`src/sv/icpa_pkg.sv`:
```
package icpa_pkg;

   // Point and store geometry.
   localparam int CoordWidth   = 24;
   localparam int PointWidth   = 3 * CoordWidth;
   localparam int MaxPoints    = 1024;
   localparam int IndexWidth   = $clog2(MaxPoints);
   localparam int CountWidth   = IndexWidth + 1;

   // Stream payload widths.
   localparam int OpWidth      = 2;
   localparam int ReqDataWidth = PointWidth;
   localparam int RspBits      = 3 * CoordWidth + 23 + 17 + 1;
   localparam int RspDataWidth = ((RspBits + 7) / 8) * 8;

   // Arithmetic widths.
   localparam int ShiftPtWidth = CoordWidth + 1;
   localparam int DeltaWidth   = CoordWidth + 2;
   localparam int SquareWidth  = 2 * DeltaWidth - 2;
   localparam int DistWidth    = SquareWidth + 2;
   localparam int RadiusWidth  = 23;
   localparam int Radius2Width = 2 * RadiusWidth;
   localparam int SumWidth     = ShiftPtWidth + IndexWidth + 1;
   localparam int DivWidth     = Radius2Width + IndexWidth;
   localparam int RmsWidth     = 23;
   localparam int FitWidth     = 17;
   localparam int FitFrac      = 16;
   localparam int LimitWidth   = 8;
   localparam int MinPairs     = 3;

   // Division jobs issued per iteration.
   localparam logic [2:0] DivErr = 3'd3;
   localparam logic [2:0] DivFit = 3'd4;

   typedef enum logic [OpWidth-1:0] {
      OP_CLEAR = 2'd0,
      OP_SRC   = 2'd1,
      OP_TGT   = 2'd2,
      OP_RUN   = 2'd3
   } op_type;

   typedef enum logic [13:0] {
      ST_IDLE  = 14'b00000000000001,
      ST_START = 14'b00000000000010,
      ST_R2    = 14'b00000000000100,
      ST_SRD   = 14'b00000000001000,
      ST_SLOAD = 14'b00000000010000,
      ST_TRD   = 14'b00000000100000,
      ST_TMUL  = 14'b00000001000000,
      ST_TCMP  = 14'b00000010000000,
      ST_PAIR  = 14'b00000100000000,
      ST_ITEND = 14'b00001000000000,
      ST_DIV   = 14'b00010000000000,
      ST_DWAIT = 14'b00100000000000,
      ST_SWAIT = 14'b01000000000000,
      ST_OUT   = 14'b10000000000000
   } state_type;

   typedef struct packed {
      logic                  start;
      logic [DivWidth-1:0]   dividend;
      logic [CountWidth-1:0] divisor;
   } div_req_type;

   typedef struct packed {
      logic                busy;
      logic                done;
      logic [DivWidth-1:0] quotient;
   } div_rsp_type;

   typedef struct packed {
      logic                   start;
      logic [Radius2Width-1:0] radicand;
   } sqrt_req_type;

   typedef struct packed {
      logic                busy;
      logic                done;
      logic [RmsWidth-1:0] root;
   } sqrt_rsp_type;

endpackage

```
`src/sv/icpa_divider.sv`:
```
module icpa_divider (
   input  logic                  clock,
   input  logic                  reset,
   input  icpa_pkg::div_req_type div_req,
   output icpa_pkg::div_rsp_type div_rsp
);
   import icpa_pkg::*;

   logic                  busy_ff;
   logic                  done_ff;
   logic [5:0]            cnt_ff;
   logic [DivWidth-1:0]   quo_ff;
   logic [CountWidth-1:0] rem_ff;
   logic [CountWidth-1:0] dvs_ff;
   logic [CountWidth:0]   trial;
   logic [CountWidth:0]   diff;
   logic                  ge;

   // Restoring division, one quotient bit per cycle.
   assign trial = {rem_ff, quo_ff[DivWidth-1]};
   assign ge    = trial >= {1'b0, dvs_ff};
   assign diff  = trial - {1'b0, dvs_ff};

   always_ff @(posedge clock) begin
      if (reset) begin
         busy_ff <= 1'b0;
         done_ff <= 1'b0;
      end else begin
         done_ff <= 1'b0;
         if (div_req.start) begin
            busy_ff <= 1'b1;
            cnt_ff  <= '0;
            quo_ff  <= div_req.dividend;
            rem_ff  <= '0;
            dvs_ff  <= div_req.divisor;
         end else if (busy_ff) begin
            quo_ff <= {quo_ff[DivWidth-2:0], ge};
            rem_ff <= ge ? diff[CountWidth-1:0] : trial[CountWidth-1:0];
            cnt_ff <= cnt_ff + 6'd1;
            if (cnt_ff == 6'(DivWidth - 1)) begin
               busy_ff <= 1'b0;
               done_ff <= 1'b1;
            end
         end
      end
   end

   assign div_rsp.busy     = busy_ff;
   assign div_rsp.done     = done_ff;
   assign div_rsp.quotient = quo_ff;

endmodule

```
`config.mk`:
```
export PLATFORM = sky130hd
export DESIGN_NAME = icpa_divider
export DESIGN_NICKNAME = d
export VERILOG_FILES = /design/src/sv/icpa_pkg.sv /design/src/sv/icpa_divider.sv
export SDC_FILE = /design/constraint.sdc
export NUM_CORES = 1
export LEC_CHECK = 0
export BUFFER_PORTS_ARGS = -buffer_cell sky130_fd_sc_hd__buf_2
export CAP_MARGIN = 30
export CELL_PAD_IN_SITES_DETAIL_PLACEMENT = 1
export CELL_PAD_IN_SITES_GLOBAL_PLACEMENT = 1
export CORE_ASPECT_RATIO = 0.6
export CORE_MARGIN = 3
export CORE_UTILIZATION = 38
export DETAILED_ROUTE_END_ITERATION = 6
export PLACE_DENSITY_LB_ADDON = 0.1
export SLEW_MARGIN = 15
export SYNTH_ARGS = -nofsm -noshare
export SYNTH_HDL_FRONTEND = slang
export SYNTH_SLANG_ARGS = --single-unit
```
`constraint.sdc`:
```
create_clock -name clock -period 13.4 [get_ports clock]
set_input_delay 1.34 -clock clock [delete_from_list [all_inputs] [get_ports clock]]
set_output_delay 1.34 -clock clock [all_outputs]
set_load 0.1 [all_outputs]
```
==> results of run 1 <==
==> synthesized netlist by cell type <==
cell and instances:
nand3_1 3, nor2_1 23, xor2_1 2, o21ai_2 2, fa_1 1, o21a_1 4
nand3b_1 1, a211o_1 1, a22o_1 1, dfxtp_1 2, nand2b_1 2, nand2_1 6
a32o_1 1, ha_1 12, buf_1 1, buf_6 1, a21oi_4 1, o41ai_2 1
nor2b_1 5, nand4_1 3, and2b_1 1, clkbuf_1 7, a21o_1 4, nor3_1 3
nor3_4 1, xnor2_1 8, o21ai_0 4, a211oi_1 1, o211ai_1 2, a2111oi_4 1
mux2_2 57, a21oi_1 5, inv_1 16, o31a_1 2, buf_2 1, mux2i_1 5
edfxtp_1 84, buf_4 2
==> sequential cells by signal (all words and copies together) (netlist names) <==
register	count
quo_ff	56
dvs_ff	11
rem_ff	11
cnt_ff	6
busy_ff	1
done_ff	1
==> kinds of logic after synthesis <==
kind of cell    count (synthesis)  synth area share [%]
flops                          86                 62.25
xor+xnor                       10                 2.128
mux                            62                 16.81
buf+inv                        28                 2.948
simple gates                   48                 5.653
fa+ha+maj                      13                 4.134
compound gates                 30                 6.080
==> through the flow <==
step           power [mW]  std cells
3_3_place_gp       0.5315        530
2_1_floorplan      0.4953        277
6_report           0.8127        546
3_5_place_dp       0.5344        530
5_1_grt            0.8479        546
4_1_cts            0.8235        546
==> worst reg2reg max path: stages, from the launching register on <==
cell	delay [ns]
edfxtp_1	0.40
inv_1	0.09
ha_1	0.19
fa_1	0.22
nand2b_1	0.15
a21o_1	0.24
a21oi_4	0.09
o21ai_2	0.67
nor2_1	0.24
a32o_1	0.28
==> power by group <==
group | switching (mW) | internal, mW
Clock | 0.102 | 0.182
Sequential | 0.0107 | 0.321
Combinational | 0.139 | 0.0574
==> layer usage <==
metal | part of all wire (%) | up-vias
li1 | - | 1292
met2 | 42 | 75
met1 | 50 | 1294
met3 | 7.1 | 8
met4 | 0.66 | 2
met5 | 0.13 | -
==> final cells by class <==
type                    count  share of cell area, %
clock inverters             6                  2.106
repair buffers            130                  12.59
well taps                 135                  3.230
clock buffers              10                  4.379
flip-flops and latches     86                  49.01
multi-input cells         163                  27.54
inverters                  16                  1.149
==> worst paths after layout <==
check / from / end / depth (start not counted)
max: div_req[67] / quo_ff[44] / 5
min: busy_ff / done_ff / 2
max reg2reg: quo_ff[55] / rem_ff[10] / 9
min reg2reg: busy_ff / done_ff / 2
==> impl_metrics.ini, run 1 <==
[run_status]
status = finished clean

[worst_setup_path]
cell_with_the_biggest_individual_delay_on_the_critical_path = buf_4
worstSetupStartpointType = input pin
timing.critical_path.required_ns = 13.37
ff2ff_setup_slack_ns = 10.60
critical_path_buf_inv_count = 3
critical_path.cell_chain = buf_2 -> buf_4 -> nor2_1 -> nor2_4 -> buf_4
critical_path_class = in2reg
worstPathArrival_ns = 3.51
crit_family = buffers and inverters
critical_path.most_common_cell = buf_4
worst_path_largest_cell_delay_ns = 0.71
worst-path-max-fanout = 78
crit_path_capture_type = register

[min_path]
worst_hold_path_type = reg2reg

[die]
chipWidth_um = 140.4
floorplan.initialDensity_pct = 40.38
floorplan.die_area_um2 = 12160
fp.coreArea_um2 = 10190
floorplan.rows = 28
count_of_boundary_i_o_pins = 128
chip_height_um = 86.62

[finish]
number_of_nets_at_the_end_of_the_flow = 489
layout.filler_cells = 1061
syn2layout_area_growth_pct = 27.02
ff_latch_area_um2 = 2562
commonest_non_fill_non_tap_cell_in_the_layout = buf_2
insertedDiodeCount = 0
layout_cells_sized_above_1_pct = 50.85
final_core_util_pct = 51.29
final_cell_area_um2 = 5229
mostFrequentLayoutCells = buf_2, edfxtp_1, mux2_2
multi_input_comb_area_um2 = 1440

[logic_synthesis]
synth_cell_type_count = 38
yosys-top-cells-area = edfxtp_1, mux2_2, ha_1
synth-seq-area-share_pct = 62.25
top_cell_type_by_total_area_after_synthesis = edfxtp_1
syn_area_um2 = 4116
yosys_reg_bits = 86
synth_top_area_share_pct = 61.28
synth.yosys.warnings = 0
synthesized_net_count = 360
netlist_instances = 277
synthesis.area_per_instance_um2 = 14.86

[timing]
max_slew.worst_pin.slew_ns = 0.9421
finalHoldViolCount = 0
timing.max_slew.rel_slack_pct = 37.19
finalMaxSlewViolations = 0
worst_hold_slack_ns = 0.4623
finalClockSkew_ns = 0.006197
rsz0062_at_grt = no
min_period_ns = 3.536
finalSetupViolations = 0
final.period_utilization_pct = 26.39
timing.fmax_mhz = 282.8
finalWorstSetupSlack_ns = 9.864
setup-tns-final_ns = 0

[grt]
grt_first_pass_wirelength_um = 15260
grt_antenna_before_repair = 1
met3_usage_pct = 6.615
gr-usage-met1_pct = 23.19
grt_most_used_layer = met2
grt_usage_pct = 16.56
global_route.usage.met2_pct = 24.26
globalRoute.totalOverflow = 0
vias_in_the_first_global_route = 2789
grt_start_max_net_pins = 79

[detailed_routing]
drt_pass1_iterations = 3
vias_per_cell = 4.892
via_count = 2671
routed_wirelength_um = 9735
wl_per_cell_um = 17.83
number_of_nets_with_antenna_violations_after_detailed_routing = 0
detail_route.drc_violations = 0
drtIter0Drc = 135

[place]
post-dp-hpwl_um = 7075
finalWeightedCongestion = 0.7647
numPortBuffers = 127
dpl_worst_slack_ns = 9.498
dpl_cell_area_um2 = 4890

[clock_tree]
clock_tree.buffer_depth = 2
cts_made_buffers = 9
clock_insertion_delay_worst_skew_ns = 0.34
clkSinkCount = 86
h-tree-depth = 3
post-cts-setup-buffers = 0
clkSlewWorstSetupHoldPaths_ns = 0.06
postCtsResizedCells = 0
tritoncts = yes
cts_hold_repair.buffers = 0
master_cell_of_the_clock_root_buffer = clkbuf_16

[power_and_ir_drop]
power.leakage_nw = 2.121
power_per_cell_area_nw_per_um2 = 155.4
maximum_ir_drop_on_the_vdd_rail_mv = 0.06504

[flow_run]
timing.max_cap.violations = 0
Note: power is estimated with default switching activity, not from simulation.
==> run 2: changes to the inputs <==
CORE_UTILIZATION = 37   (was 38)
clock period = 3.2 ns   (was 13.4 ns; I/O delays follow)
==> impl_metrics.ini, run 2 (synthesis gave the netlist of run 1 again) <==
[run_status]
status = finished clean

[die]
floorplan.rows = 29
chipWidth_um = 142.2
fp.coreArea_um2 = 10700
count_of_boundary_i_o_pins = 128
floorplan.initialDensity_pct = 38.46
floorplan.die_area_um2 = 12470
chip_height_um = 87.71

[detailed_routing]
routed_wirelength_um = 10110
drt_pass1_iterations = 4
drtIter0Drc = 95
detail_route.drc_violations = 0
vias_per_cell = 4.862
wl_per_cell_um = 18.38
number_of_nets_with_antenna_violations_after_detailed_routing = 0
via_count = 2674

[finish]
largest-register = quo_ff
layout.filler_cells = 1137
number_of_nets_at_the_end_of_the_flow = 489
syn2layout_area_growth_pct = 27.17
insertedDiodeCount = 0
reg_top3 = quo_ff x56, dvs_ff x11, rem_ff x11
largest_register_ff_count = 56
commonest_non_fill_non_tap_cell_in_the_layout = buf_2
mostFrequentLayoutCells = buf_2, edfxtp_1, mux2_2
layout_cells_sized_above_1_pct = 50.61

[worst_setup_path]
r2r_cell_count = 7
ff2ff_setup_slack_ns = 0.47
worst-path-max-fanout = 14
timing.critical_path.required_ns = 3.29
crit_path_capture_type = register
critical_path_class = reg2reg
rr_endpoint = rem_ff[10]
crit-reg2reg-launch = rem_ff[4]
worstPathArrival_ns = 2.82
worstSetupStartpointType = register

[timing]
setup-tns-final_ns = 0
worst_hold_slack_ns = 0.1570
final.period_utilization_pct = 85.30
finalSetupViolations = 0
min_period_ns = 2.730
finalMaxSlewViolations = 0
timing.fmax_mhz = 366.3
finalHoldViolCount = 0
rsz0062_at_grt = no
max_slew.worst_pin.slew_ns = 0.8686
finalClockSkew_ns = 0.008373
timing.max_slew.rel_slack_pct = 42.08

[clock_tree]
h-tree-depth = 3
clkSinkCount = 86
tritoncts = yes
postCtsResizedCells = 0
clkSlewWorstSetupHoldPaths_ns = 0.07
cts_hold_repair.buffers = 0
cts_made_buffers = 9
clock_insertion_delay_worst_skew_ns = 0.33
master_cell_of_the_clock_root_buffer = clkbuf_16
post-cts-setup-buffers = 0
clock_tree.buffer_depth = 2

[power_and_ir_drop]
power.leakage_nw = 2.125
power_per_cell_area_nw_per_um2 = 636.7
maximum_ir_drop_on_the_vdd_rail_mv = 0.2715

[grt]
global_route.usage.met2_pct = 25.25
grt_most_used_layer = met2
gr-usage-met1_pct = 22.89
globalRoute.totalOverflow = 0
met3_usage_pct = 6.601
grt_antenna_before_repair = 2
grt_first_pass_wirelength_um = 15730
grt_start_max_net_pins = 78
grt_usage_pct = 16.66
vias_in_the_first_global_route = 2816

[place]
numPortBuffers = 127
post-dp-hpwl_um = 7290
finalWeightedCongestion = 0.7767

[flow_run]
timing.max_cap.violations = 0

[min_path]
hold_path_endpoint = dvs_ff[6]
worst_hold_path_type = in2reg
holdPathStages = 1
hold_path_startpoint = div_req[6]
## run 2: final cells by class
class | instances | area [um2] | share of cell area [%]
clock buffer | 10 | 229.0 | 4.374
clock inverter | 6 | 86.33 | 1.649
inverter | 16 | 60.06 | 1.147
multi-input combinational | 163 | 1440 | 27.51
sequential | 86 | 2562 | 48.95
tap | 139 | 173.9 | 3.322
timing repair buffer | 130 | 683.2 | 13.05
## run 2: how the worst max path moves through the flow
stage                           start          to  slack, ns  depth (start not counted)
after floorplan           div_req[67]   cnt_ff[0]       0.10                          4
after global placement     quo_ff[55]  rem_ff[10]       0.56                          9
after detailed placement    rem_ff[4]  rem_ff[10]       0.47                          7
after CTS                   rem_ff[4]  rem_ff[10]       0.46                          7
after global routing       quo_ff[55]  rem_ff[10]       0.28                          9
final                       rem_ff[4]  rem_ff[10]       0.47                          7
## run 2: worst max-delay path: stages (launching register included)
cell and delay (ns):
edfxtp_1 0.41, ha_1 0.40, a21o_1 0.25, nor3_4 0.18, a21oi_4 0.10, o21ai_2 0.70
nor2_1 0.19, a32o_1 0.27
## run 2: where the power goes
part           internal (mW)  total, mW  switching, mW
Clock                  0.683       1.12          0.434
Combinational          0.244      0.828          0.584
Sequential              1.35       1.39         0.0428
Total                   2.27       3.33           1.06
## run 2: per-layer routing
metal | vias to the layer above | wire length [um] | part of all wire [%]
met3 | 10 | 730 | 7.2
met4 | 4 | 68 | 0.67
li1 | 1298 | - | -
met2 | 78 | 4355 | 43
met5 | - | 19 | 0.19
met1 | 1284 | 4933 | 49
## run 2: stage by stage
stage                     instances  util, %  power [mW]  instance area (um2)  setup slack, ns
after global routing            550    48.91       3.481                 5235           0.2837
final                           550    48.91       3.333                 5235           0.4703
after global placement          534    45.96       2.232                 4920           0.5645
after detailed placement        534    45.96       2.247                 4920           0.4683
after floorplan                 277        -       2.071                 4119           0.1017
after CTS                       550    48.91       3.382                 5235           0.4589
