===== config.mk =====
export PLATFORM = sky130hd
export DESIGN_NAME = icpa_isqrt
export DESIGN_NICKNAME = d
export VERILOG_FILES = /design/src/sv/icpa_pkg.sv /design/src/sv/icpa_isqrt.sv
export SDC_FILE = /design/constraint.sdc
export NUM_CORES = 1
export LEC_CHECK = 0
export BUFFER_PORTS_ARGS = -buffer_cell sky130_fd_sc_hd__buf_2
export CAP_MARGIN = 5
export CORE_MARGIN = 4
export CORE_UTILIZATION = 50
export CTS_CLUSTER_SIZE = 24
export DETAILED_ROUTE_END_ITERATION = 10
export GPL_ROUTABILITY_DRIVEN = 0
export PLACE_DENSITY = 0.74
export SYNTH_ARGS = -nofsm -noshare
export SYNTH_HDL_FRONTEND = slang
export SYNTH_SLANG_ARGS = --single-unit

===== constraint.sdc =====
create_clock -name clock -period 6.6 [get_ports clock]
set_clock_uncertainty 0.15 [all_clocks]
set_input_delay 0.66 -clock clock [delete_from_list [all_inputs] [get_ports clock]]
set_output_delay 0.66 -clock clock [all_outputs]
set_load 0.005 [all_outputs]

===== src/sv/icpa_pkg.sv =====
package icpa_pkg;

   // Point and store geometry.
   localparam int CoordWidth   = 24;
   localparam int PointWidth   = 3 * CoordWidth;
   localparam int MaxPoints    = 1024;
   localparam int IndexWidth   = $clog2(MaxPoints);
   localparam int CountWidth   = IndexWidth + 1;

   // Stream payload widths.
   localparam int OpWidth      = 2;
   localparam int ReqDataWidth = PointWidth;
   localparam int RspBits      = 3 * CoordWidth + 23 + 17 + 1;
   localparam int RspDataWidth = ((RspBits + 7) / 8) * 8;

   // Arithmetic widths.
   localparam int ShiftPtWidth = CoordWidth + 1;
   localparam int DeltaWidth   = CoordWidth + 2;
   localparam int SquareWidth  = 2 * DeltaWidth - 2;
   localparam int DistWidth    = SquareWidth + 2;
   localparam int RadiusWidth  = 23;
   localparam int Radius2Width = 2 * RadiusWidth;
   localparam int SumWidth     = ShiftPtWidth + IndexWidth + 1;
   localparam int DivWidth     = Radius2Width + IndexWidth;
   localparam int RmsWidth     = 23;
   localparam int FitWidth     = 17;
   localparam int FitFrac      = 16;
   localparam int LimitWidth   = 8;
   localparam int MinPairs     = 3;

   // Division jobs issued per iteration.
   localparam logic [2:0] DivErr = 3'd3;
   localparam logic [2:0] DivFit = 3'd4;

   typedef enum logic [OpWidth-1:0] {
      OP_CLEAR = 2'd0,
      OP_SRC   = 2'd1,
      OP_TGT   = 2'd2,
      OP_RUN   = 2'd3
   } op_type;

   typedef enum logic [13:0] {
      ST_IDLE  = 14'b00000000000001,
      ST_START = 14'b00000000000010,
      ST_R2    = 14'b00000000000100,
      ST_SRD   = 14'b00000000001000,
      ST_SLOAD = 14'b00000000010000,
      ST_TRD   = 14'b00000000100000,
      ST_TMUL  = 14'b00000001000000,
      ST_TCMP  = 14'b00000010000000,
      ST_PAIR  = 14'b00000100000000,
      ST_ITEND = 14'b00001000000000,
      ST_DIV   = 14'b00010000000000,
      ST_DWAIT = 14'b00100000000000,
      ST_SWAIT = 14'b01000000000000,
      ST_OUT   = 14'b10000000000000
   } state_type;

   typedef struct packed {
      logic                  start;
      logic [DivWidth-1:0]   dividend;
      logic [CountWidth-1:0] divisor;
   } div_req_type;

   typedef struct packed {
      logic                busy;
      logic                done;
      logic [DivWidth-1:0] quotient;
   } div_rsp_type;

   typedef struct packed {
      logic                   start;
      logic [Radius2Width-1:0] radicand;
   } sqrt_req_type;

   typedef struct packed {
      logic                busy;
      logic                done;
      logic [RmsWidth-1:0] root;
   } sqrt_rsp_type;

endpackage


===== src/sv/icpa_isqrt.sv =====
module icpa_isqrt (
   input  logic                   clock,
   input  logic                   reset,
   input  icpa_pkg::sqrt_req_type sqrt_req,
   output icpa_pkg::sqrt_rsp_type sqrt_rsp
);
   import icpa_pkg::*;

   logic                    busy_ff;
   logic                    done_ff;
   logic [4:0]              cnt_ff;
   logic [Radius2Width-1:0] rad_ff;
   logic [RmsWidth:0]       rem_ff;
   logic [RmsWidth-1:0]     root_ff;
   logic [RmsWidth+2:0]     cur;
   logic [RmsWidth+2:0]     trial;
   logic                    ge;

   // Digit-by-digit square root, one root bit per cycle.
   assign cur   = {rem_ff, rad_ff[Radius2Width-1 -: 2]};
   assign trial = {1'b0, root_ff, 2'b01};
   assign ge    = cur >= trial;

   always_ff @(posedge clock) begin
      if (reset) begin
         busy_ff <= 1'b0;
         done_ff <= 1'b0;
      end else begin
         done_ff <= 1'b0;
         if (sqrt_req.start) begin
            busy_ff <= 1'b1;
            cnt_ff  <= '0;
            rad_ff  <= sqrt_req.radicand;
            rem_ff  <= '0;
            root_ff <= '0;
         end else if (busy_ff) begin
            rad_ff  <= {rad_ff[Radius2Width-3:0], 2'b00};
            rem_ff  <= ge ? (RmsWidth+1)'(cur - trial) : cur[RmsWidth:0];
            root_ff <= {root_ff[RmsWidth-2:0], ge};
            cnt_ff  <= cnt_ff + 5'd1;
            if (cnt_ff == 5'(RmsWidth - 1)) begin
               busy_ff <= 1'b0;
               done_ff <= 1'b1;
            end
         end
      end
   end

   assign sqrt_rsp.busy = busy_ff;
   assign sqrt_rsp.done = done_ff;
   assign sqrt_rsp.root = root_ff;

endmodule


==> results of run 1 <==
-- sequential cells by signal, indices dropped and copies added, names as in the netlist --
register and count:
done_ff 1, rad_ff 46, busy_ff 1, cnt_ff 5, root_ff 23, rem_ff 24
-- cell usage after synthesis (2+ instances only) --
cell type and count:
a21boi_0 2, a31oi_1 5, a211o_1 3, dfxtp_1 2, o2111ai_1 3, nor3_1 7
edfxtp_1 98, nand4_1 6, buf_1 2, nand2_1 45, mux2_2 44, or2_2 2
clkbuf_1 9, o21a_1 8, o41ai_1 2, xor2_1 5, xnor2_1 9, a21oi_1 33
a21o_1 10, or3_1 4, buf_2 4, o31ai_1 2, nor2_1 50, inv_1 35
o31a_1 2, and2_1 3, o211ai_1 5, a211oi_1 5, o21ai_0 12, nand3_1 16
o22ai_1 6, ha_1 27, buf_4 6
-- power groups by stage --
stage	logic (mW)	registers, mW	clock network (mW)
floorplan	0.301	0.797	0
global placement	0.378	0.797	0
detailed placement	0.387	0.799	0
CTS	0.389	0.785	0.384
global route	0.436	0.790	0.412
finish	0.392	0.784	0.373
-- metal layers --
layer	track usage, %	share of wire [%]
met1	22.49	43
met2	29.50	48
met3	5.252	6.8
met5	0	0
met4	7.131	2.2
-- logic make-up (layout without fill, tap and decap cells) --
family,Yosys count,count (layout),synth area share (%)
AO/OA/AOI/OAI,108,108,12.96
XOR/XNOR,14,14,2.208
adder cells (fa/ha/maj),27,27,6.084
buffers and inverters,57,126,4.484
flip-flops,100,100,53.72
multiplexers,44,44,8.923
AND/OR/NAND/NOR,143,143,11.63
-- per-stage QoR --
step | setup WS (ps) | utilization, % | hold slack (ps) | std cells
global route | 2543 | 57.02 | 311.6 | 702
finish | 2739 | 57.02 | 340.4 | 702
floorplan | 525.3 | - | 323.2 | 493
global placement | 3058 | 55.36 | 328.9 | 686
CTS | 2847 | 57.02 | 311.0 | 702
detailed placement | 2909 | 55.36 | 335.5 | 686
-- worst min-delay path by stage --
stage / start / endpoint / cells after the start
2_1_floorplan: busy_ff$_SDFF_PP0_ / done_ff$_SDFF_PP0_ / 1
6_report: reset / done_ff$_SDFF_PP0_ / 2
4_1_cts: reset / done_ff$_SDFF_PP0_ / 2
5_1_grt: reset / done_ff$_SDFF_PP0_ / 2
3_3_place_gp: busy_ff$_SDFF_PP0_ / done_ff$_SDFF_PP0_ / 1
3_5_place_dp: busy_ff$_SDFF_PP0_ / done_ff$_SDFF_PP0_ / 1
-- area by class of cell --
type,count,area (sq um)
fillers,948,4659
flip-flops and latches,100,2983
multi-input cells,336,2328
repair buffers,75,382.9
well taps,140,175.2
inverters,35,131.4
clock buffers,9,123.9
clock inverters,7,56.30
==> flow_summary.toml, run 1 <==
[yosys]
synth_flop_cell = "edfxtp_1"
ys_warn_count = 0
synth_cells = 493
synth_top_area_share_pct = 53.00
async_reset_ff_share_pct = 0
yosys.area.top_type = "edfxtp_1"
syn_nets = 569
yosysSeqAreaShare_pct = 53.72
ys_types = 54
synth_area_sq_um = 5553
synth_edf_count = 98
ys_ff_latch = 100
synthTopCellsByArea = "edfxtp_1 (53%), mux2_2 (8.9%), ha_1 (6.1%)"
avgSynthCellArea_sq_um = 11.26

[worst_setup_path]
crit_required_ps = 6660
rr_endpoint = "rem_ff[19]$_SDFFCE_PP0P_"
setup.worst_path.end = "rem_ff[19]$_SDFFCE_PP0P_"
crit_arrival_ps = 3920
path_cells = "ha_1, nand4_1, or3_1, a211oi_2, o31ai_1, a21oi_2, nand2_1, o22ai_1"
endpoint_kind = "flip-flop"
r2r_cells = 8
path_max_fanout = 25
r2r-start = "rem_ff[12]$_SDFFCE_PP0P_"
worst_setup_path_start_kind = "flip-flop"
cp.depth = 8
rrSetupSlack_ps = 2740
cp_num_buf_inv = 0
crit_family = "compound AO/OA/AOI/OAI gates"
cp_slowest_cell = "a21oi_2"
critical_path_class = "reg -> reg"
max_stage_delay_ps = 930
startpoint = "rem_ff[12]$_SDFFCE_PP0P_"

[drt]
first_pass_iters = 5
vias = 3963
avgRoutedWirePerCell_um = 15.89
finalWirelength_um = 11150
drtIter0Drc = 217
drc = 0
ant_nets = 0
via_per_inst = 5.645

[pwr]
p_int_mw = 1.066
combPwrFrac_pct = 25.3
p_sw_uw = 483.1
seqPwrFrac_pct = 50.6
ir_drop_mv = 0.1613
finalPower_mw = 1.549
swShare_pct = 31.18
power.share.clock_pct = 24.1
cellPowerDensity_nw_per_um2 = 250.7
leakage_nw = 2.464

[die]
initial_core_util_pct = 51.22
die-area_sq_um = 12860
rows = 38
core_area_sq_um = 10840
die_w_um = 113.4
boundaryPins = 74
chipHeight_um = 113.4

[timing]
min_period_ps = 3861
rsz0062_at_grt = "false"
worst_pin_slew_ps = 1157
setup_viol = 0
tns_ps = 0
finalCritPeriodShare_pct = 58.50
drv_slew = 0
relSlewSlack_pct = 22.85
hold_violations = 0
max_clock_freq_mhz = 259.0

[clock_tree]
cts.repair_timing.setup_buffer_count = 0
ctsResizeCount = 0
clock_sinks = 100
max-clock-path-buffers = 2
htreeDepth = 3
cts_tree = "built"
cts_root_buf = "clkbuf_8"
cts_buffers = 9
path_clk_slew_ps = 110
clock_latency_ps = 380
cts_hold_buf = 0

[placed_design]
placed_area_sq_um = 6001
io_buffers = 73
dpl.hpwl_um = 7853

[layout]
final_common_cell = "edfxtp_1"
nets = 633
final_area_sq_um = 6181
final_cell_mix = "edfxtp_1 (98), buf_2 (72), nor2_1 (49)"
num_antenna_cells = 0
drive_gt1_share_pct = 25.09
syn2layout_area_growth_pct = 11.31

[min_path]
hp-class = "in -> reg"

[global_routing]
grt_max_degree = 73
grt_pass1_vias = 3850
grt_pass1_wl_um = 18420
grt_use_total_pct = 17.98
antenna_found_initial = 0
grt_overflow = 0

[job]
drv_cap = 0

[run_status]
status = "finished clean"
Power figures use the tool's default switching activity.
==> run 2: changes to the inputs <==
Settings changed: ABC_AREA set to 1, PLACE_DENSITY 0.74 to 0.76.
Clock period 6.6 ns to 3.4 ns, I/O delays scaled along.
==> flow_summary.toml, run 2 <==
[layout]
regMostFlops = "rad_ff"
reg.largest.list = "rad_ff x46, rem_ff x24, root_ff x23"
n_fill_cell = 1230
largest_reg_flops = 46
drive_gt1_share_pct = 17.54
num_antenna_cells = 0
nets = 967
final_area_sq_um = 7209
final_cell_mix = "nand2_1 (327), inv_1 (120), edfxtp_1 (98)"
final_common_cell = "nand2_1"
syn2layout_area_growth_pct = 11.04

[worst_setup_path]
path_cells = "inv_1, ha_1, nand2_1, inv_2, nand2_1, nand2_1, nand2_1, nand3_4, nand3_4, clkinv_4, nor2_8, nor2_1, nor2_1"
cp_slowest_cell = "nor2_8"
crit_arrival_ps = 2720
path_max_fanout = 25
critical_path_class = "reg -> reg"
max_stage_delay_ps = 430
r2r-start = "root_ff[2]$_SDFFCE_PP0P_"
crit_required_ps = 3460
startpoint = "root_ff[2]$_SDFFCE_PP0P_"
r2r_cells = 13
cpMostUsedCell = "nand2_1"
worst_setup_path_start_kind = "flip-flop"
endpoint_kind = "flip-flop"

[die]
boundaryPins = 74
rows = 41
die_w_um = 122.0
chipHeight_um = 122.0
initial_core_util_pct = 51.24
die-area_sq_um = 14870
core_area_sq_um = 12670

[yosys]
synth_flop_cell = "edfxtp_1"
syn_nets = 903
ys_types = 36
synthMostInstantiatedCell = "nand2_1"
ys_warn_count = 0
ys_ff_latch = 100
synthTopCellsByArea = "edfxtp_1 (45%), nand2_1 (19%), inv_1 (6.9%)"
synth_edf_count = 98
synth_area_sq_um = 6492
yosysSeqAreaShare_pct = 45.94
avgSynthCellArea_sq_um = 7.851
synthTopCellsByCount = "nand2_1 (327), inv_1 (120), edfxtp_1 (98)"
synth_top_area_share_pct = 45.33
async_reset_ff_share_pct = 0
synth_cells = 827
yosys.area.top_type = "edfxtp_1"

[min_path]
min_from = "reset"
min_path_cells = 2
hp-class = "in -> reg"

[drt]
drtIter0Drc = 348
vias = 5114
drc = 0
first_pass_iters = 5
via_per_inst = 4.793
ant_nets = 0
avgRoutedWirePerCell_um = 12.84
finalWirelength_um = 13710

[clock_tree]
max-clock-path-buffers = 2
path_clk_slew_ps = 70
clock_sinks = 100
cts.repair_timing.setup_buffer_count = 0
ctsResizeCount = 0
cts_buffers = 9
cts_tree = "built"
cts_root_buf = "clkbuf_16"
cts_hold_buf = 0
htreeDepth = 3
clock_latency_ps = 350

[global_routing]
grt_pass1_wl_um = 23420
grt_pass1_vias = 5074
grt_max_degree = 77
grt_overflow = 0
antenna_found_initial = 0
grt_use_total_pct = 19.88

[placed_design]
placed_area_sq_um = 6950
dpl.hpwl_um = 9797
io_buffers = 73

[timing]
hold_violations = 0
worst_hold_slack_ps = 48.60
drv_slew = 0
worst_pin_slew_ps = 890.5
setup_viol = 0
max_clock_freq_mhz = 375.5
rsz0062_at_grt = "false"
min_period_ps = 2663
relSlewSlack_pct = 40.63
tns_ps = 0
finalCritPeriodShare_pct = 78.33

[pwr]
p_int_mw = 2.263
ir_drop_mv = 0.3215
leakage_nw = 3.656
p_sw_mw = 1.035
combPwrFrac_pct = 25.8
seqPwrFrac_pct = 45.9
cellPowerDensity_nw_per_um2 = 457.4
power.share.clock_pct = 28.3
swShare_pct = 31.38

[job]
drv_cap = 0

[run_status]
status = "finished clean"
run 2: final timing paths:
| path | end | slack, ps |
|---|---|---|
| hold reg to reg | rad_ff[42]$_DFFE_PP_ | 360 |
| hold / removal | done_ff$_SDFF_PP0_ | 50 |
| setup / recovery | rem_ff[17]$_SDFFCE_PP0P_ | 740 |
| setup reg to reg | rem_ff[17]$_SDFFCE_PP0P_ | 740 |
run 2: power groups by stage:
stage	combinational, mW	sequential [mW]	clock (mW)
2_1_floorplan	0.668	1.53	0
3_3_place_gp	0.834	1.54	0
3_5_place_dp	0.847	1.54	0
4_1_cts	0.854	1.51	0.956
5_1_grt	0.976	1.52	1.01
6_report	0.851	1.51	0.934
run 2: kinds of logic after synthesis:
group                      share of synthesized area [%]
buffers and inverters                              10.31
AOI/OAI and AO/OA                                  1.388
xor gates and xnor gates                           1.484
adders and majority gates                          5.203
DFF                                                45.94
and+or+nand+nor                                    35.67
run 2: cell type report:
cell class | count | area (sq um) | share of cell area, %
clock buffer | 11 | 232.7 | 3.228
clock inverter | 4 | 26.28 | 0.3645
inverter | 133 | 505.5 | 7.011
multi-input combinational | 570 | 2851 | 39.55
sequential | 100 | 2983 | 41.37
tap | 172 | 215.2 | 2.985
timing repair buffer | 77 | 395.4 | 5.484
run 2: through the flow:
| step | instances | setup WS (ps) | utilization, % | power, mW |
|---|---|---|---|---|
| global placement | 1052 | 773.7 | 54.85 | 2.370 |
| detailed placement | 1052 | 741.7 | 54.85 | 2.387 |
| finish | 1067 | 736.7 | 56.90 | 3.298 |
| CTS | 1067 | 723.1 | 56.90 | 3.323 |
| global route | 1067 | 474.9 | 56.90 | 3.507 |
| floorplan | 827 | 316.6 | - | 2.201 |
run 2: routing by layer:
metal	track usage, %	wire length (um)	vias up
met2	33.05	6393	135
li1	-	-	2684
met5	0	0	-
met3	4.410	908	20
met4	8.333	296	0
met1	25.11	6106	2275
run 2: critical path: cells and delay by family, from the launching register on:
| family | cells | cell delay [ps] |
|---|---|---|
| buf+inv | 3 | 270 |
| simple gates | 9 | 1410 |
| fa+ha+maj | 1 | 280 |
| flops | 1 | 400 |
==> run 3: changes to the inputs <==
Settings changed: PLACE_DENSITY 0.76 to 0.73.
Clock period 3.4 ns to 2.7 ns, I/O delays scaled along.
==> flow_summary.toml, run 3 (same netlist as run 2, synthesis figures left out) <==
[placed_design]
dp_cells = 1055
io_buffers = 73
dpl.hpwl_um = 10070
placed_area_sq_um = 7003

[layout]
largest_reg_flops = 46
num_antenna_cells = 0
seqCellArea_sq_um = 2983
drive_gt1_share_pct = 18.00
instances_no_fill = 1072
syn2layout_area_growth_pct = 12.62
final_common_cell = "nand2_1"
reg.largest.list = "rad_ff x46, rem_ff x24, root_ff x23"
regMostFlops = "rad_ff"
postLayoutCoreUtil_pct = 57.71
final_cell_mix = "nand2_1 (327), inv_1 (120), edfxtp_1 (98)"
multiInputGateArea_sq_um = 2854
final_area_sq_um = 7312
nets = 971
n_fill_cell = 1214

[worst_setup_path]
endpoint_kind = "flip-flop"
path_max_fanout = 24
crit_arrival_ps = 2550
crit_required_ps = 2750
worst_setup_path_start_kind = "flip-flop"
critical_path_class = "reg -> reg"

[timing]
setup_viol = 0
finalCritPeriodShare_pct = 92.39
worst_pin_slew_ps = 702.8
max_clock_freq_mhz = 400.9
relSlewSlack_pct = 53.15
rsz0062_at_grt = "false"
drv_slew = 0
min_period_ps = 2495
hold_violations = 0

[drt]
drtIter0Drc = 302
drc = 0
via_per_inst = 4.785
ant_nets = 0
avgRoutedWirePerCell_um = 13.15
vias = 5129
first_pass_iters = 5
finalWirelength_um = 14090

[global_routing]
grt_use_total_pct = 20.09
grt_max_degree = 77
grt_pass1_vias = 4935
grt_pass1_wl_um = 23580
antenna_found_initial = 0
grt_overflow = 0

[die]
chipHeight_um = 122.0
die_w_um = 122.0
die-area_sq_um = 14870
boundaryPins = 74
initial_core_util_pct = 51.24
core_area_sq_um = 12670
rows = 41

[clock_tree]
path_clk_slew_ps = 80
cts_tree = "built"
max-clock-path-buffers = 2
clock_sinks = 100
cts_buffers = 9
cts_root_buf = "clkbuf_16"
htreeDepth = 3
clock_latency_ps = 360

[min_path]
hp-class = "in -> reg"

[pwr]
ir_drop_mv = 0.4172
cellPowerDensity_nw_per_um2 = 587.7
leakage_nw = 3.696

[job]
drv_cap = 0

[run_status]
status = "finished clean"
[run 3: layer usage]
metal  track usage (%)  vias to the layer above  share of wire (%)
met2             32.94                      143                 47
met4             5.602                        0                1.6
met1             27.07                     2274                 46
met5                 0                        -                  0
met3             4.318                       16                6.2
li1                  -                     2696                  -
[run 3: final cells by class]
cell class / instances / area share [%]
repair buffers: 81 / 6.194
flip-flops and latches: 100 / 40.79
well taps: 172 / 2.943
inverters: 133 / 6.982
multi-input cells: 570 / 39.03
clock inverters: 4 / 0.6845
clock buffers: 12 / 3.371
[run 3: repair_timing]
action	CTS	global route
endpoints found under the hold margin	1	0
gates resized for setup	0	1
buffers inserted	0	0
setup endpoints to repair	0	3
hold buffers	1	0
[run 3: report_power, final]
part | switching, mW | internal, mW | total [mW]
Sequential | 0.0483 | 1.86 | 1.90
Combinational | 0.702 | 0.381 | 1.08
Clock | 0.565 | 0.744 | 1.31
Total | 1.32 | 2.98 | 4.30
[run 3: path summary, 6_finish.rpt]
| kind | start | to | slack, ps | depth (start not counted) |
|---|---|---|---|---|
| max | root_ff[15]$_SDFFCE_PP0P_ | rem_ff[19]$_SDFFCE_PP0P_ | 210 | 13 |
| min | sqrt_req[0] | rad_ff[0]$_SDFFCE_PN0P_ | 30 | 3 |
| max reg2reg | root_ff[15]$_SDFFCE_PP0P_ | rem_ff[19]$_SDFFCE_PP0P_ | 210 | 13 |
| min reg2reg | rad_ff[42]$_DFFE_PP_ | rad_ff[44]$_DFFE_PP_ | 350 | 2 |
[run 3: per-stage QoR]
step	setup slack [ps]	total power, mW	setup TNS (ps)	hold slack (ps)
after detailed placement	166.5	3.017	0	345.9
after global placement	242.0	3.004	0	341.7
after floorplan	-96.87	2.775	-9493	197.1
after global routing	2.963	4.558	0	35.46
final	205.4	4.297	0	33.06
after CTS	139.7	4.335	0	17.91
[run 3: critical path, stage by stage (launching register included)]
cell	delay, ps
edfxtp_1	430
inv_1	140
ha_2	320
nand2_2	130
inv_2	40
nand2_1	60
nand2_1	80
inv_2	70
nand2_1	70
nand2_1	70
nand3_2	110
nor2_8	430
nor2_1	100
nor2_1	130
